$ cat src/rtl/jts_pkg.sv
`default_nettype none
// ----------------------------------------------------------------------------
// JSON token scanner package
// Shared types, character codes and sizes for the token scanner.
// ----------------------------------------------------------------------------
package jts_pkg;

   // token kinds carried on the result channel
   typedef enum logic [2:0] {
      KindPunct    = 3'd0,
      KindStrByte  = 3'd1,
      KindStrEnd   = 3'd2,
      KindNameByte = 3'd3,
      KindNameEnd  = 3'd4,
      KindInteger  = 3'd5,
      KindReal     = 3'd6,
      KindEof      = 3'd7
   } kind_type;

   // scanner states
   typedef enum logic [2:0] {
      ScanIdle    = 3'd0,
      ScanString  = 3'd1,
      ScanName    = 3'd2,
      ScanInteger = 3'd3,
      ScanReal    = 3'd4
   } scan_type;

   localparam int NumberWidth = 64;
   localparam int FracWidth   = 6;
   localparam logic [FracWidth-1:0] FracMax = 6'd63;

   // character codes
   localparam logic [7:0] CharZero     = 8'h30;
   localparam logic [7:0] CharNine     = 8'h39;
   localparam logic [7:0] CharSpace    = 8'h20;
   localparam logic [7:0] CharHighBase = 8'h80;
   localparam logic [7:0] CharLowA     = 8'h61;
   localparam logic [7:0] CharLowZ     = 8'h7a;
   localparam logic [7:0] CharMinus    = 8'h2d;
   localparam logic [7:0] CharDot      = 8'h2e;
   localparam logic [7:0] CharQuote    = 8'h22;
   localparam logic [7:0] CharLBrack   = 8'h5b;
   localparam logic [7:0] CharRBrack   = 8'h5d;
   localparam logic [7:0] CharLBrace   = 8'h7b;
   localparam logic [7:0] CharRBrace   = 8'h7d;
   localparam logic [7:0] CharColon    = 8'h3a;
   localparam logic [7:0] CharComma    = 8'h2c;

   // result word queue
   localparam int RspDepth      = 4;
   localparam int RspIdxWidth   = 2;
   localparam int RspCountWidth = 3;

   typedef struct packed {
      kind_type                      token_kind;
      logic [7:0]                    byte_value;
      logic signed [NumberWidth-1:0] number_value;
      logic [FracWidth-1:0]          fraction_digits;
      logic                          last_of_run;
   } rsp_word_type;

   // up to two result words produced by one input word
   typedef struct packed {
      logic [1:0]   count;
      rsp_word_type word0;
      rsp_word_type word1;
   } step_out_type;

endpackage
`default_nettype wire

$ cat src/rtl/jts_req_if.sv
`default_nettype none
// ----------------------------------------------------------------------------
// JSON token scanner request channel
// Valid/ready channel carrying one input byte or an end-of-input mark.
// ----------------------------------------------------------------------------
interface jts_req_if;
   logic       valid;
   logic       ready;
   logic       mode;
   logic [7:0] char_byte;

   modport source (output valid, output mode, output char_byte, input ready);
   modport sink (input valid, input mode, input char_byte, output ready);
endinterface
`default_nettype wire

$ cat src/rtl/jts_rsp_if.sv
`default_nettype none
// ----------------------------------------------------------------------------
// JSON token scanner response channel
// Valid/ready channel carrying one token event.
// ----------------------------------------------------------------------------
interface jts_rsp_if;
   logic              valid;
   logic              ready;
   logic [2:0]        token_kind;
   logic [7:0]        byte_value;
   logic signed [63:0] number_value;
   logic [5:0]        fraction_digits;
   logic              last_of_run;

   modport source (output valid, output token_kind, output byte_value,
                   output number_value, output fraction_digits,
                   output last_of_run, input ready);
   modport sink (input valid, input token_kind, input byte_value,
                 input number_value, input fraction_digits,
                 input last_of_run, output ready);
endinterface
`default_nettype wire

$ cat src/rtl/jts_scan_core.sv
`default_nettype none
// ----------------------------------------------------------------------------
// JSON token scanner core
// Scan state, number accumulator and the per-byte step logic.
// ----------------------------------------------------------------------------
module jts_scan_core #(
   parameter int ACCUMULATOR_WIDTH = 64
) (
   input  wire                   clock,
   input  wire                   reset,
   input  wire                   step_valid,
   input  wire                   step_mode,
   input  wire [7:0]             step_byte,
   output jts_pkg::step_out_type step_out
);

   localparam int AccWidth = ACCUMULATOR_WIDTH;

   jts_pkg::scan_type state_ff, state_in;
   logic [AccWidth-1:0]          acc_ff, acc_in;
   logic                         neg_ff, neg_in;
   logic [jts_pkg::FracWidth-1:0] frac_ff, frac_in;

   logic is_digit, is_lower, is_punct, is_quote, is_minus, is_dot, is_name_start;
   logic idle_valid, run_idle;
   jts_pkg::scan_type idle_next;
   jts_pkg::rsp_word_type idle_word, pre_word;
   logic pre_valid;

   logic [AccWidth-1:0] digit_val, acc_step, fin_raw;
   logic signed [AccWidth-1:0] fin_s;
   logic signed [jts_pkg::NumberWidth-1:0] fin_num;

   // byte classes
   assign is_digit = (step_byte >= jts_pkg::CharZero) && (step_byte <= jts_pkg::CharNine);
   assign is_lower = (step_byte >= jts_pkg::CharLowA) && (step_byte <= jts_pkg::CharLowZ);
   assign is_quote = step_byte == jts_pkg::CharQuote;
   assign is_minus = step_byte == jts_pkg::CharMinus;
   assign is_dot   = step_byte == jts_pkg::CharDot;
   assign is_punct = (step_byte == jts_pkg::CharLBrack) || (step_byte == jts_pkg::CharRBrack) ||
                     (step_byte == jts_pkg::CharLBrace) || (step_byte == jts_pkg::CharRBrace) ||
                     (step_byte == jts_pkg::CharColon)  || (step_byte == jts_pkg::CharComma);
   assign is_name_start = (step_byte > jts_pkg::CharSpace) &&
                          (step_byte < jts_pkg::CharHighBase) &&
                          !is_quote && !is_minus && !is_digit;

   // number datapath: multiply by ten as shift-add, wrap at the accumulator width
   assign digit_val = AccWidth'(step_byte[3:0]);
   assign acc_step  = (acc_ff << 3) + (acc_ff << 1) + digit_val;
   assign fin_raw   = neg_ff ? (AccWidth'(0) - acc_ff) : acc_ff;
   assign fin_s     = fin_raw;
   assign fin_num   = jts_pkg::NumberWidth'(fin_s);

   // rescan of the byte from idle after a token ends
   always_comb begin
      unique case (state_ff)
         jts_pkg::ScanIdle:    run_idle = !step_mode;
         jts_pkg::ScanName:    run_idle = !step_mode && !is_lower;
         jts_pkg::ScanInteger: run_idle = !step_mode && !is_digit && !is_dot;
         jts_pkg::ScanReal:    run_idle = !step_mode && !is_digit;
         default:              run_idle = 1'b0;
      endcase
   end

   always_comb begin
      priority if (is_punct)      idle_next = jts_pkg::ScanIdle;
      else if (is_quote)          idle_next = jts_pkg::ScanString;
      else if (is_minus || is_digit) idle_next = jts_pkg::ScanInteger;
      else if (is_name_start)     idle_next = jts_pkg::ScanName;
      else                        idle_next = jts_pkg::ScanIdle;
   end

   // next state
   always_comb begin
      if (step_mode) begin
         state_in = jts_pkg::ScanIdle;
      end else begin
         unique case (state_ff)
            jts_pkg::ScanString:  state_in = is_quote ? jts_pkg::ScanIdle : jts_pkg::ScanString;
            jts_pkg::ScanName:    state_in = is_lower ? jts_pkg::ScanName : idle_next;
            jts_pkg::ScanInteger: state_in = is_digit ? jts_pkg::ScanInteger :
                                             is_dot ? jts_pkg::ScanReal : idle_next;
            jts_pkg::ScanReal:    state_in = is_digit ? jts_pkg::ScanReal : idle_next;
            default:              state_in = idle_next;
         endcase
      end
   end

   // number registers
   always_comb begin
      acc_in  = acc_ff;
      neg_in  = neg_ff;
      frac_in = frac_ff;
      if (step_mode) begin
         acc_in  = '0;
         neg_in  = 1'b0;
         frac_in = '0;
      end else if (is_digit && (state_ff == jts_pkg::ScanInteger ||
                                state_ff == jts_pkg::ScanReal)) begin
         acc_in = acc_step;
         if (state_ff == jts_pkg::ScanReal && frac_ff != jts_pkg::FracMax) begin
            frac_in = frac_ff + 1'b1;
         end
      end else if (is_dot && state_ff == jts_pkg::ScanInteger) begin
         frac_in = '0;
      end else if (run_idle) begin
         acc_in  = is_digit ? digit_val : '0;
         neg_in  = is_minus;
         frac_in = '0;
      end
   end

   // result words
   always_comb begin
      idle_word                 = '0;
      idle_word.token_kind      = is_punct ? jts_pkg::KindPunct : jts_pkg::KindNameByte;
      idle_word.byte_value      = step_byte;
      idle_valid                = run_idle && (is_punct || is_name_start);

      pre_word  = '0;
      pre_valid = 1'b1;
      if (step_mode) begin
         pre_word.token_kind = jts_pkg::KindEof;
      end else begin
         unique case (state_ff)
            jts_pkg::ScanString: begin
               pre_word.token_kind = is_quote ? jts_pkg::KindStrEnd : jts_pkg::KindStrByte;
               pre_word.byte_value = is_quote ? 8'h00 : step_byte;
            end
            jts_pkg::ScanName: begin
               pre_word.token_kind = is_lower ? jts_pkg::KindNameByte : jts_pkg::KindNameEnd;
               pre_word.byte_value = is_lower ? step_byte : 8'h00;
            end
            jts_pkg::ScanInteger: begin
               pre_word.token_kind   = jts_pkg::KindInteger;
               pre_word.number_value = fin_num;
               pre_valid             = run_idle;
            end
            jts_pkg::ScanReal: begin
               pre_word.token_kind      = jts_pkg::KindReal;
               pre_word.number_value    = fin_num;
               pre_word.fraction_digits = frac_ff;
               pre_valid                = run_idle;
            end
            default: pre_valid = 1'b0;
         endcase
      end

      if (pre_valid) begin
         step_out.word0 = pre_word;
         step_out.word1 = idle_word;
         step_out.count = idle_valid ? 2'd2 : 2'd1;
      end else begin
         step_out.word0 = idle_word;
         step_out.word1 = idle_word;
         step_out.count = idle_valid ? 2'd1 : 2'd0;
      end
      step_out.word0.last_of_run = step_out.count == 2'd1;
      step_out.word1.last_of_run = 1'b1;
   end

   always_ff @(posedge clock) begin
      if (reset) begin
         state_ff <= jts_pkg::ScanIdle;
         acc_ff   <= '0;
         neg_ff   <= 1'b0;
         frac_ff  <= '0;
      end else if (step_valid) begin
         state_ff <= state_in;
         acc_ff   <= acc_in;
         neg_ff   <= neg_in;
         frac_ff  <= frac_in;
      end
   end

`ifndef SYNTHESIS
   a_number_clear_outside_number: assert property (@(posedge clock) disable iff (reset)
      (state_ff != jts_pkg::ScanInteger && state_ff != jts_pkg::ScanReal) |->
         (acc_ff == '0 && !neg_ff && frac_ff == '0))
      else $error("number state not clear outside a number");
   a_eof_returns_idle: assert property (@(posedge clock) disable iff (reset)
      (step_valid && step_mode) |=> state_ff == jts_pkg::ScanIdle)
      else $error("end of input did not return to idle");
`endif

endmodule
`default_nettype wire

$ cat src/rtl/jts_rsp_queue.sv
`default_nettype none
// ----------------------------------------------------------------------------
// JSON token scanner response queue
// Small queue taking up to two words per cycle, giving one per cycle on ready.
// ----------------------------------------------------------------------------
module jts_rsp_queue (
   input  wire                        clock,
   input  wire                        reset,
   input  wire                        push_valid,
   input  wire jts_pkg::step_out_type push_data,
   output logic                       room,
   output logic                       out_valid,
   input  wire                        out_ready,
   output jts_pkg::rsp_word_type      out_word
);

   jts_pkg::rsp_word_type entry_ff [jts_pkg::RspDepth];
   logic [jts_pkg::RspIdxWidth-1:0]   head_ff, head_in, tail0, tail1;
   logic [jts_pkg::RspCountWidth-1:0] count_ff, count_in;
   logic [1:0] push_n;
   logic       pop;

   assign push_n    = push_valid ? push_data.count : 2'd0;
   assign out_valid = count_ff != '0;
   assign pop       = out_valid && out_ready;
   assign out_word  = entry_ff[head_ff];
   // keep space for the worst case of two words
   assign room      = count_ff <= jts_pkg::RspCountWidth'(jts_pkg::RspDepth - 2);
   assign tail0     = head_ff + count_ff[jts_pkg::RspIdxWidth-1:0];
   assign tail1     = tail0 + 1'b1;
   assign head_in   = pop ? head_ff + 1'b1 : head_ff;
   assign count_in  = count_ff + jts_pkg::RspCountWidth'(push_n)
                      - jts_pkg::RspCountWidth'(pop);

   always_ff @(posedge clock) begin
      if (reset) begin
         head_ff  <= '0;
         count_ff <= '0;
      end else begin
         head_ff  <= head_in;
         count_ff <= count_in;
      end
   end

   always_ff @(posedge clock) begin
      if (push_n != 2'd0) begin
         entry_ff[tail0] <= push_data.word0;
      end
      if (push_n == 2'd2) begin
         entry_ff[tail1] <= push_data.word1;
      end
   end

`ifndef SYNTHESIS
   a_no_overflow: assert property (@(posedge clock) disable iff (reset)
      (push_n != 2'd0) |->
         (count_ff <= jts_pkg::RspCountWidth'(jts_pkg::RspDepth - 2)))
      else $error("response queue push without room");
   a_pop_drains: assert property (@(posedge clock) disable iff (reset)
      (pop && push_n == 2'd0) |=> count_ff == $past(count_ff) - 1'b1)
      else $error("response queue count did not drop on pop");
`endif

endmodule
`default_nettype wire

$ cat src/rtl/json_token_scanner_top.sv
`default_nettype none
// ----------------------------------------------------------------------------
// JSON token scanner
// Streaming JSON lexer: one byte in per word, token events out.
// ----------------------------------------------------------------------------
// The scanner takes one byte (or an end-of-input mark) per request word and
// sustains one word per cycle while the response queue has room. A byte
// passes an input register, then the step logic (byte classes, scan state,
// and a multiply-by-ten accumulator built as a shift-add) that writes zero,
// one or two token words into a four-entry response queue. A byte that ends
// a number or a name and then starts a punctuation or name token gives two
// response words, so a steady run of such bytes drains at the response
// side's one word per cycle; the queue keeps taking bytes as long as it has
// room for two words. Numbers come out as a signed mantissa, wrapped at
// ACCUMULATOR_WIDTH bits and sign-extended to 64, plus a count of fraction
// digits that saturates at 63. End of input always gives an EOF word, drops
// any unfinished token and returns the scanner to idle. The last word
// caused by a byte carries last_of_run.
// ----------------------------------------------------------------------------
module json_token_scanner_top #(
   parameter int ACCUMULATOR_WIDTH = 64
) (
   input wire          clock,
   input wire          reset,
   jts_req_if.sink     req_ch,
   jts_rsp_if.source   rsp_ch
);

   // input register
   logic       in_valid_ff, in_valid_in;
   logic       in_mode_ff;
   logic [7:0] in_byte_ff;
   logic       req_fire, step_fire, q_room;

   jts_pkg::step_out_type step_out;
   jts_pkg::rsp_word_type head_word;

   // advance the held word into the queue whenever it has room for two words
   assign step_fire    = in_valid_ff && q_room;
   assign req_ch.ready = !in_valid_ff || step_fire;
   assign req_fire     = req_ch.valid && req_ch.ready;
   assign in_valid_in  = req_fire ? 1'b1 : (step_fire ? 1'b0 : in_valid_ff);

   always_ff @(posedge clock) begin
      if (reset) begin
         in_valid_ff <= 1'b0;
      end else begin
         in_valid_ff <= in_valid_in;
      end
   end

   // hold payload until the step logic takes it
   always_ff @(posedge clock) begin
      if (req_fire) begin
         in_mode_ff <= req_ch.mode;
         in_byte_ff <= req_ch.char_byte;
      end
   end

   jts_scan_core #(
      .ACCUMULATOR_WIDTH (ACCUMULATOR_WIDTH)
   ) u_core (
      .clock      (clock),
      .reset      (reset),
      .step_valid (step_fire),
      .step_mode  (in_mode_ff),
      .step_byte  (in_byte_ff),
      .step_out   (step_out)
   );

   jts_rsp_queue u_queue (
      .clock      (clock),
      .reset      (reset),
      .push_valid (step_fire),
      .push_data  (step_out),
      .room       (q_room),
      .out_valid  (rsp_ch.valid),
      .out_ready  (rsp_ch.ready),
      .out_word   (head_word)
   );

   // drive response payload from the queue head
   assign rsp_ch.token_kind      = head_word.token_kind;
   assign rsp_ch.byte_value      = head_word.byte_value;
   assign rsp_ch.number_value    = head_word.number_value;
   assign rsp_ch.fraction_digits = head_word.fraction_digits;
   assign rsp_ch.last_of_run     = head_word.last_of_run;

endmodule
`default_nettype wire

$ cat src/flat_wrapper.sv
// flat-port wrapper written by rule: the top's interface ports become plain ports
module json_token_scanner_top_flat 
#(
   parameter int ACCUMULATOR_WIDTH = 64
)
  (clock, reset, req_ch_valid, req_ch_mode, req_ch_char_byte, req_ch_ready, rsp_ch_valid, rsp_ch_token_kind, rsp_ch_byte_value, rsp_ch_number_value, rsp_ch_fraction_digits, rsp_ch_last_of_run, rsp_ch_ready);
  jts_req_if req_ch_i ();
  jts_rsp_if rsp_ch_i ();
  input wire clock;
  input wire reset;
  input wire logic [$bits(req_ch_i.valid)-1:0] req_ch_valid;
  input wire logic [$bits(req_ch_i.mode)-1:0] req_ch_mode;
  input wire logic [$bits(req_ch_i.char_byte)-1:0] req_ch_char_byte;
  output wire logic [$bits(req_ch_i.ready)-1:0] req_ch_ready;
  output wire logic [$bits(rsp_ch_i.valid)-1:0] rsp_ch_valid;
  output wire logic [$bits(rsp_ch_i.token_kind)-1:0] rsp_ch_token_kind;
  output wire logic [$bits(rsp_ch_i.byte_value)-1:0] rsp_ch_byte_value;
  output wire logic [$bits(rsp_ch_i.number_value)-1:0] rsp_ch_number_value;
  output wire logic [$bits(rsp_ch_i.fraction_digits)-1:0] rsp_ch_fraction_digits;
  output wire logic [$bits(rsp_ch_i.last_of_run)-1:0] rsp_ch_last_of_run;
  input wire logic [$bits(rsp_ch_i.ready)-1:0] rsp_ch_ready;
  assign req_ch_i.valid = req_ch_valid;
  assign req_ch_i.mode = req_ch_mode;
  assign req_ch_i.char_byte = req_ch_char_byte;
  assign req_ch_ready = req_ch_i.ready;
  assign rsp_ch_valid = rsp_ch_i.valid;
  assign rsp_ch_token_kind = rsp_ch_i.token_kind;
  assign rsp_ch_byte_value = rsp_ch_i.byte_value;
  assign rsp_ch_number_value = rsp_ch_i.number_value;
  assign rsp_ch_fraction_digits = rsp_ch_i.fraction_digits;
  assign rsp_ch_last_of_run = rsp_ch_i.last_of_run;
  assign rsp_ch_i.ready = rsp_ch_ready;
  json_token_scanner_top #(.ACCUMULATOR_WIDTH(ACCUMULATOR_WIDTH)) u_core (.clock(clock), .reset(reset), .req_ch(req_ch_i), .rsp_ch(rsp_ch_i));
endmodule
$ cat config.mk
export PLATFORM = sky130hd
export DESIGN_NAME = json_token_scanner_top_flat
export DESIGN_NICKNAME = d
export VERILOG_FILES = /design/src/rtl/jts_pkg.sv /design/src/rtl/jts_req_if.sv /design/src/rtl/jts_rsp_if.sv /design/src/rtl/jts_scan_core.sv /design/src/rtl/jts_rsp_queue.sv /design/src/rtl/json_token_scanner_top.sv /design/src/flat_wrapper.sv
export SDC_FILE = /design/constraint.sdc
export NUM_CORES = 1
export LEC_CHECK = 0
export BUFFER_PORTS_ARGS = -buffer_cell sky130_fd_sc_hd__buf_2
export CORE_ASPECT_RATIO = 1.25
export CORE_MARGIN = 8
export CORE_UTILIZATION = 40
export CTS_CLUSTER_DIAMETER = 150
export DETAILED_ROUTE_END_ITERATION = 6
export PLACE_DENSITY = 0.52
export SYNTH_ARGS = -nofsm -noshare
export SYNTH_HDL_FRONTEND = slang
export SYNTH_SLANG_ARGS = --single-unit
$ cat constraint.sdc
create_clock -name clock -period 8.1 [get_ports clock]
set_input_delay 1.62 -clock clock [delete_from_list [all_inputs] [get_ports clock]]
set_output_delay 1.62 -clock clock [all_outputs]
set_load 0.005 [all_outputs]
==> flow_summary.json <==
{
  "finalNetCount": 2422,
  "dr.pass1.iters": 5,
  "antenna_found_initial": 0,
  "fin_ws_ps": 1950,
  "dr_total_vias": 17300,
  "via_per_inst": 5.69,
  "hold_class": "reg -> reg",
  "cp_data_arrival_time_ps": 6640,
  "yosysWarnings": 0,
  "crit_fanout": 46,
  "overflow": 0,
  "clk_latency_ps": 580,
  "hold_slack_ps": 448,
  "port-buffer-count": 96,
  "ys_ff_latch": 419,
  "avgSynthCellArea_um2": 9.60,
  "cts_sinks": 419,
  "start_util": 0.403,
  "start_kind": "register",
  "syn_nets": 2396,
  "final_area_mm2": 0.0242,
  "die_height_um": 276,
  "status": "finished, final reports clean",
  "synth_edf_count": 49,
  "gr-usage-all-layers": 0.206,
  "rsz0062_at_grt": "no",
  "yosysTopAreaCell": "dfxtp_1",
  "drive_above_1_share": 0.140,
  "dp_hpwl_um": 44400,
  "io_pins": 97,
  "grt_pass1_vias": 17400,
  "crit_type": "reg -> reg",
  "relSlewSlack": 0.234,
  "netlist_instances": 2251,
  "drc": 0,
  "min_period_over_period": 0.759,
  "finalPower_mw": 4.98,
  "ys_top_cells_by_count": "dfxtp_1 (370), nand2_1 (296), o21ai_0 (263)",
  "die_w_um": 224,
  "r2r_slack_ps": 1950,
  "setup-violations-final": 0,
  "hold_viol_final": 0,
  "drt.antenna.violating_nets": 0,
  "ys.flop_type": "dfxtp_1",
  "ys_types": 76,
  "drt_iter0_markers": 1175,
  "fmax_mhz": 163,
  "htreeDepth": 2,
  "root_buffer": "clkbuf_16",
  "p_leak_nw": 9.95,
  "ir_drop_mv": 0.176,
  "post_cts_buffers": 0,
  "p_per_area_mw_per_mm2": 206,
  "yosysMostFrequentCell": "dfxtp_1",
  "drv_slew": 0,
  "finalSetupTns_ps": 0,
  "grt_pass1_wl_um": 101000,
  "gp_congestion": 0.836,
  "wl_per_cell_um": 21.3,
  "ctsHoldBuffers": 0,
  "tightest_slew_ps": 1140,
  "syn2layout_area_growth_pct": 11.9,
  "synth.area.top_cells": "dfxtp_1 (34%), mux4_2 (8.5%), ha_1 (7.5%), edfxtp_1 (6.8%), o21ai_0 (6.1%)",
  "yosys.area.top_type_share": 0.343,
  "synthArstFlopShare": 0,
  "clkTransAtPathRegs_ps": 60,
  "grt_max_degree": 72,
  "synthesis.area_mm2": 0.0216,
  "cts_resized": 0,
  "dieArea_mm2": 0.0618,
  "drt_wl_total_um": 64600,
  "cap_violations": 0,
  "required_ps": 8590,
  "min_period_ps": 6150,
  "rows": 95,
  "cts_made_buffers": 46,
  "ys_seq_area_frac": 0.411,
  "cts_buffer_depth": 3,
  "clock_skew_ps": 15.8,
  "placed_area_mm2": 0.0227,
  "tritoncts": "done",
  "pre_cts_ws_ps": 1920,
  "diodes": 0,
  "worst_setup_path_end_kind": "register",
  "core_mm2": 0.0536
}
## worst paths after layout
kind	start	end	cells past startpoint
hold reg to reg	u_core.u_queue.entry_ff[3][41]$_SDFFE_PP0N_	u_core.u_queue.entry_ff[3][41]$_SDFFE_PP0N_	2
setup reg to reg	u_core.in_byte_ff[7]$_DFFE_PP_	u_core.u_queue.entry_ff[2][44]$_SDFFE_PP0N_	16
hold / removal	u_core.u_queue.entry_ff[3][41]$_SDFFE_PP0N_	u_core.u_queue.entry_ff[3][41]$_SDFFE_PP0N_	2
setup / recovery	u_core.in_byte_ff[7]$_DFFE_PP_	u_core.u_queue.entry_ff[2][44]$_SDFFE_PP0N_	16
## sequential cells by signal, indices dropped and copies added, names as in the netlist, named ones only
register                 cells
u_core.in_valid_ff           1
u_core.u_core.neg_ff         1
u_core.u_queue.entry_ff    328
u_core.in_mode_ff            1
u_core.u_core.state_ff       3
u_core.u_queue.count_ff      3
u_core.u_queue.head_ff       2
u_core.u_core.acc_ff        64
u_core.in_byte_ff            8
u_core.u_core.frac_ff        6
## cells by family (layout without fill, tap and decap cells)
kind of cell / count (synthesis) / in the layout / synth area share
AOI/OAI and AO/OA: 679 / 679 / 0.205
and+or+nand+nor: 632 / 632 / 0.136
DFF: 419 / 419 / 0.411
buffers and inverters: 171 / 229 / 0.0302
adders and majority gates: 132 / 132 / 0.0775
xor gates and xnor gates: 130 / 130 / 0.0530
muxes: 88 / 88 / 0.0883
## critical path, cell delays in order, from the launching register on
cell and delay (ps):
edfxtp_1 460, nor3b_1 610, and3_1 290, nand3b_1 190
nand3_1 190, a211o_1 710, nor2_1 280, a21o_1 270
or2_2 280, ha_1 370, o21ai_1 520, nor3_2 70
buf_4 290, nor2_4 630, buf_4 660, nand2_1 110
o21ai_0 100
## power by group
group          leakage [nW]  internal, mW  switching, mW  total [mW]
sequential             3.43          2.17         0.0892        2.26
clock                 0.742          1.20          0.873        2.07
combinational          5.78         0.235          0.421       0.655
total                  9.95          3.60           1.38        4.98
## layout by cell type (no fill, tap or decap), types with 12 or more instances in the layout
cell	count
a22oi_1	34
nand3_1	22
nand4_1	18
inv_1	31
a21oi_1	87
xor2_1	83
or3_1	22
or2_2	12
buf_4	22
nor2_1	124
ha_1	129
clkbuf_16	48
o21ai_0	263
nand2_1	296
nor2b_1	31
a22o_1	119
edfxtp_1	49
dfxtp_1	367
o31ai_1	27
clkbuf_8	12
buf_2	96
xnor2_1	46
nor3_1	15
a31oi_1	12
mux4_2	82
a21o_1	50
and2_1	17
## cell type report
class                   instances  area (um^2)
repair buffers                118          646
multi-input cells            1661        12100
fillers                      5168        29400
well taps                     727          910
clock inverters                13          104
flip-flops and latches        419         8890
clock buffers                  67         1390
inverters                      31          116
## routing by layer
metal,routed length [um],global-route usage,vias up
met5,0,0,-
met4,1860,0.0656,0
met3,2260,0.0278,86
met2,34500,0.394,366
met1,26000,0.234,8515
li1,-,-,8312
## through the flow
step | std cells | util
2_1_floorplan | 2251 | -
3_3_place_gp | 2956 | 0.423
3_5_place_dp | 2956 | 0.423
4_1_cts | 3036 | 0.451
5_1_grt | 3036 | 0.451
6_report | 3036 | 0.451
No activity file was read; power rests on OpenSTA's default activity.
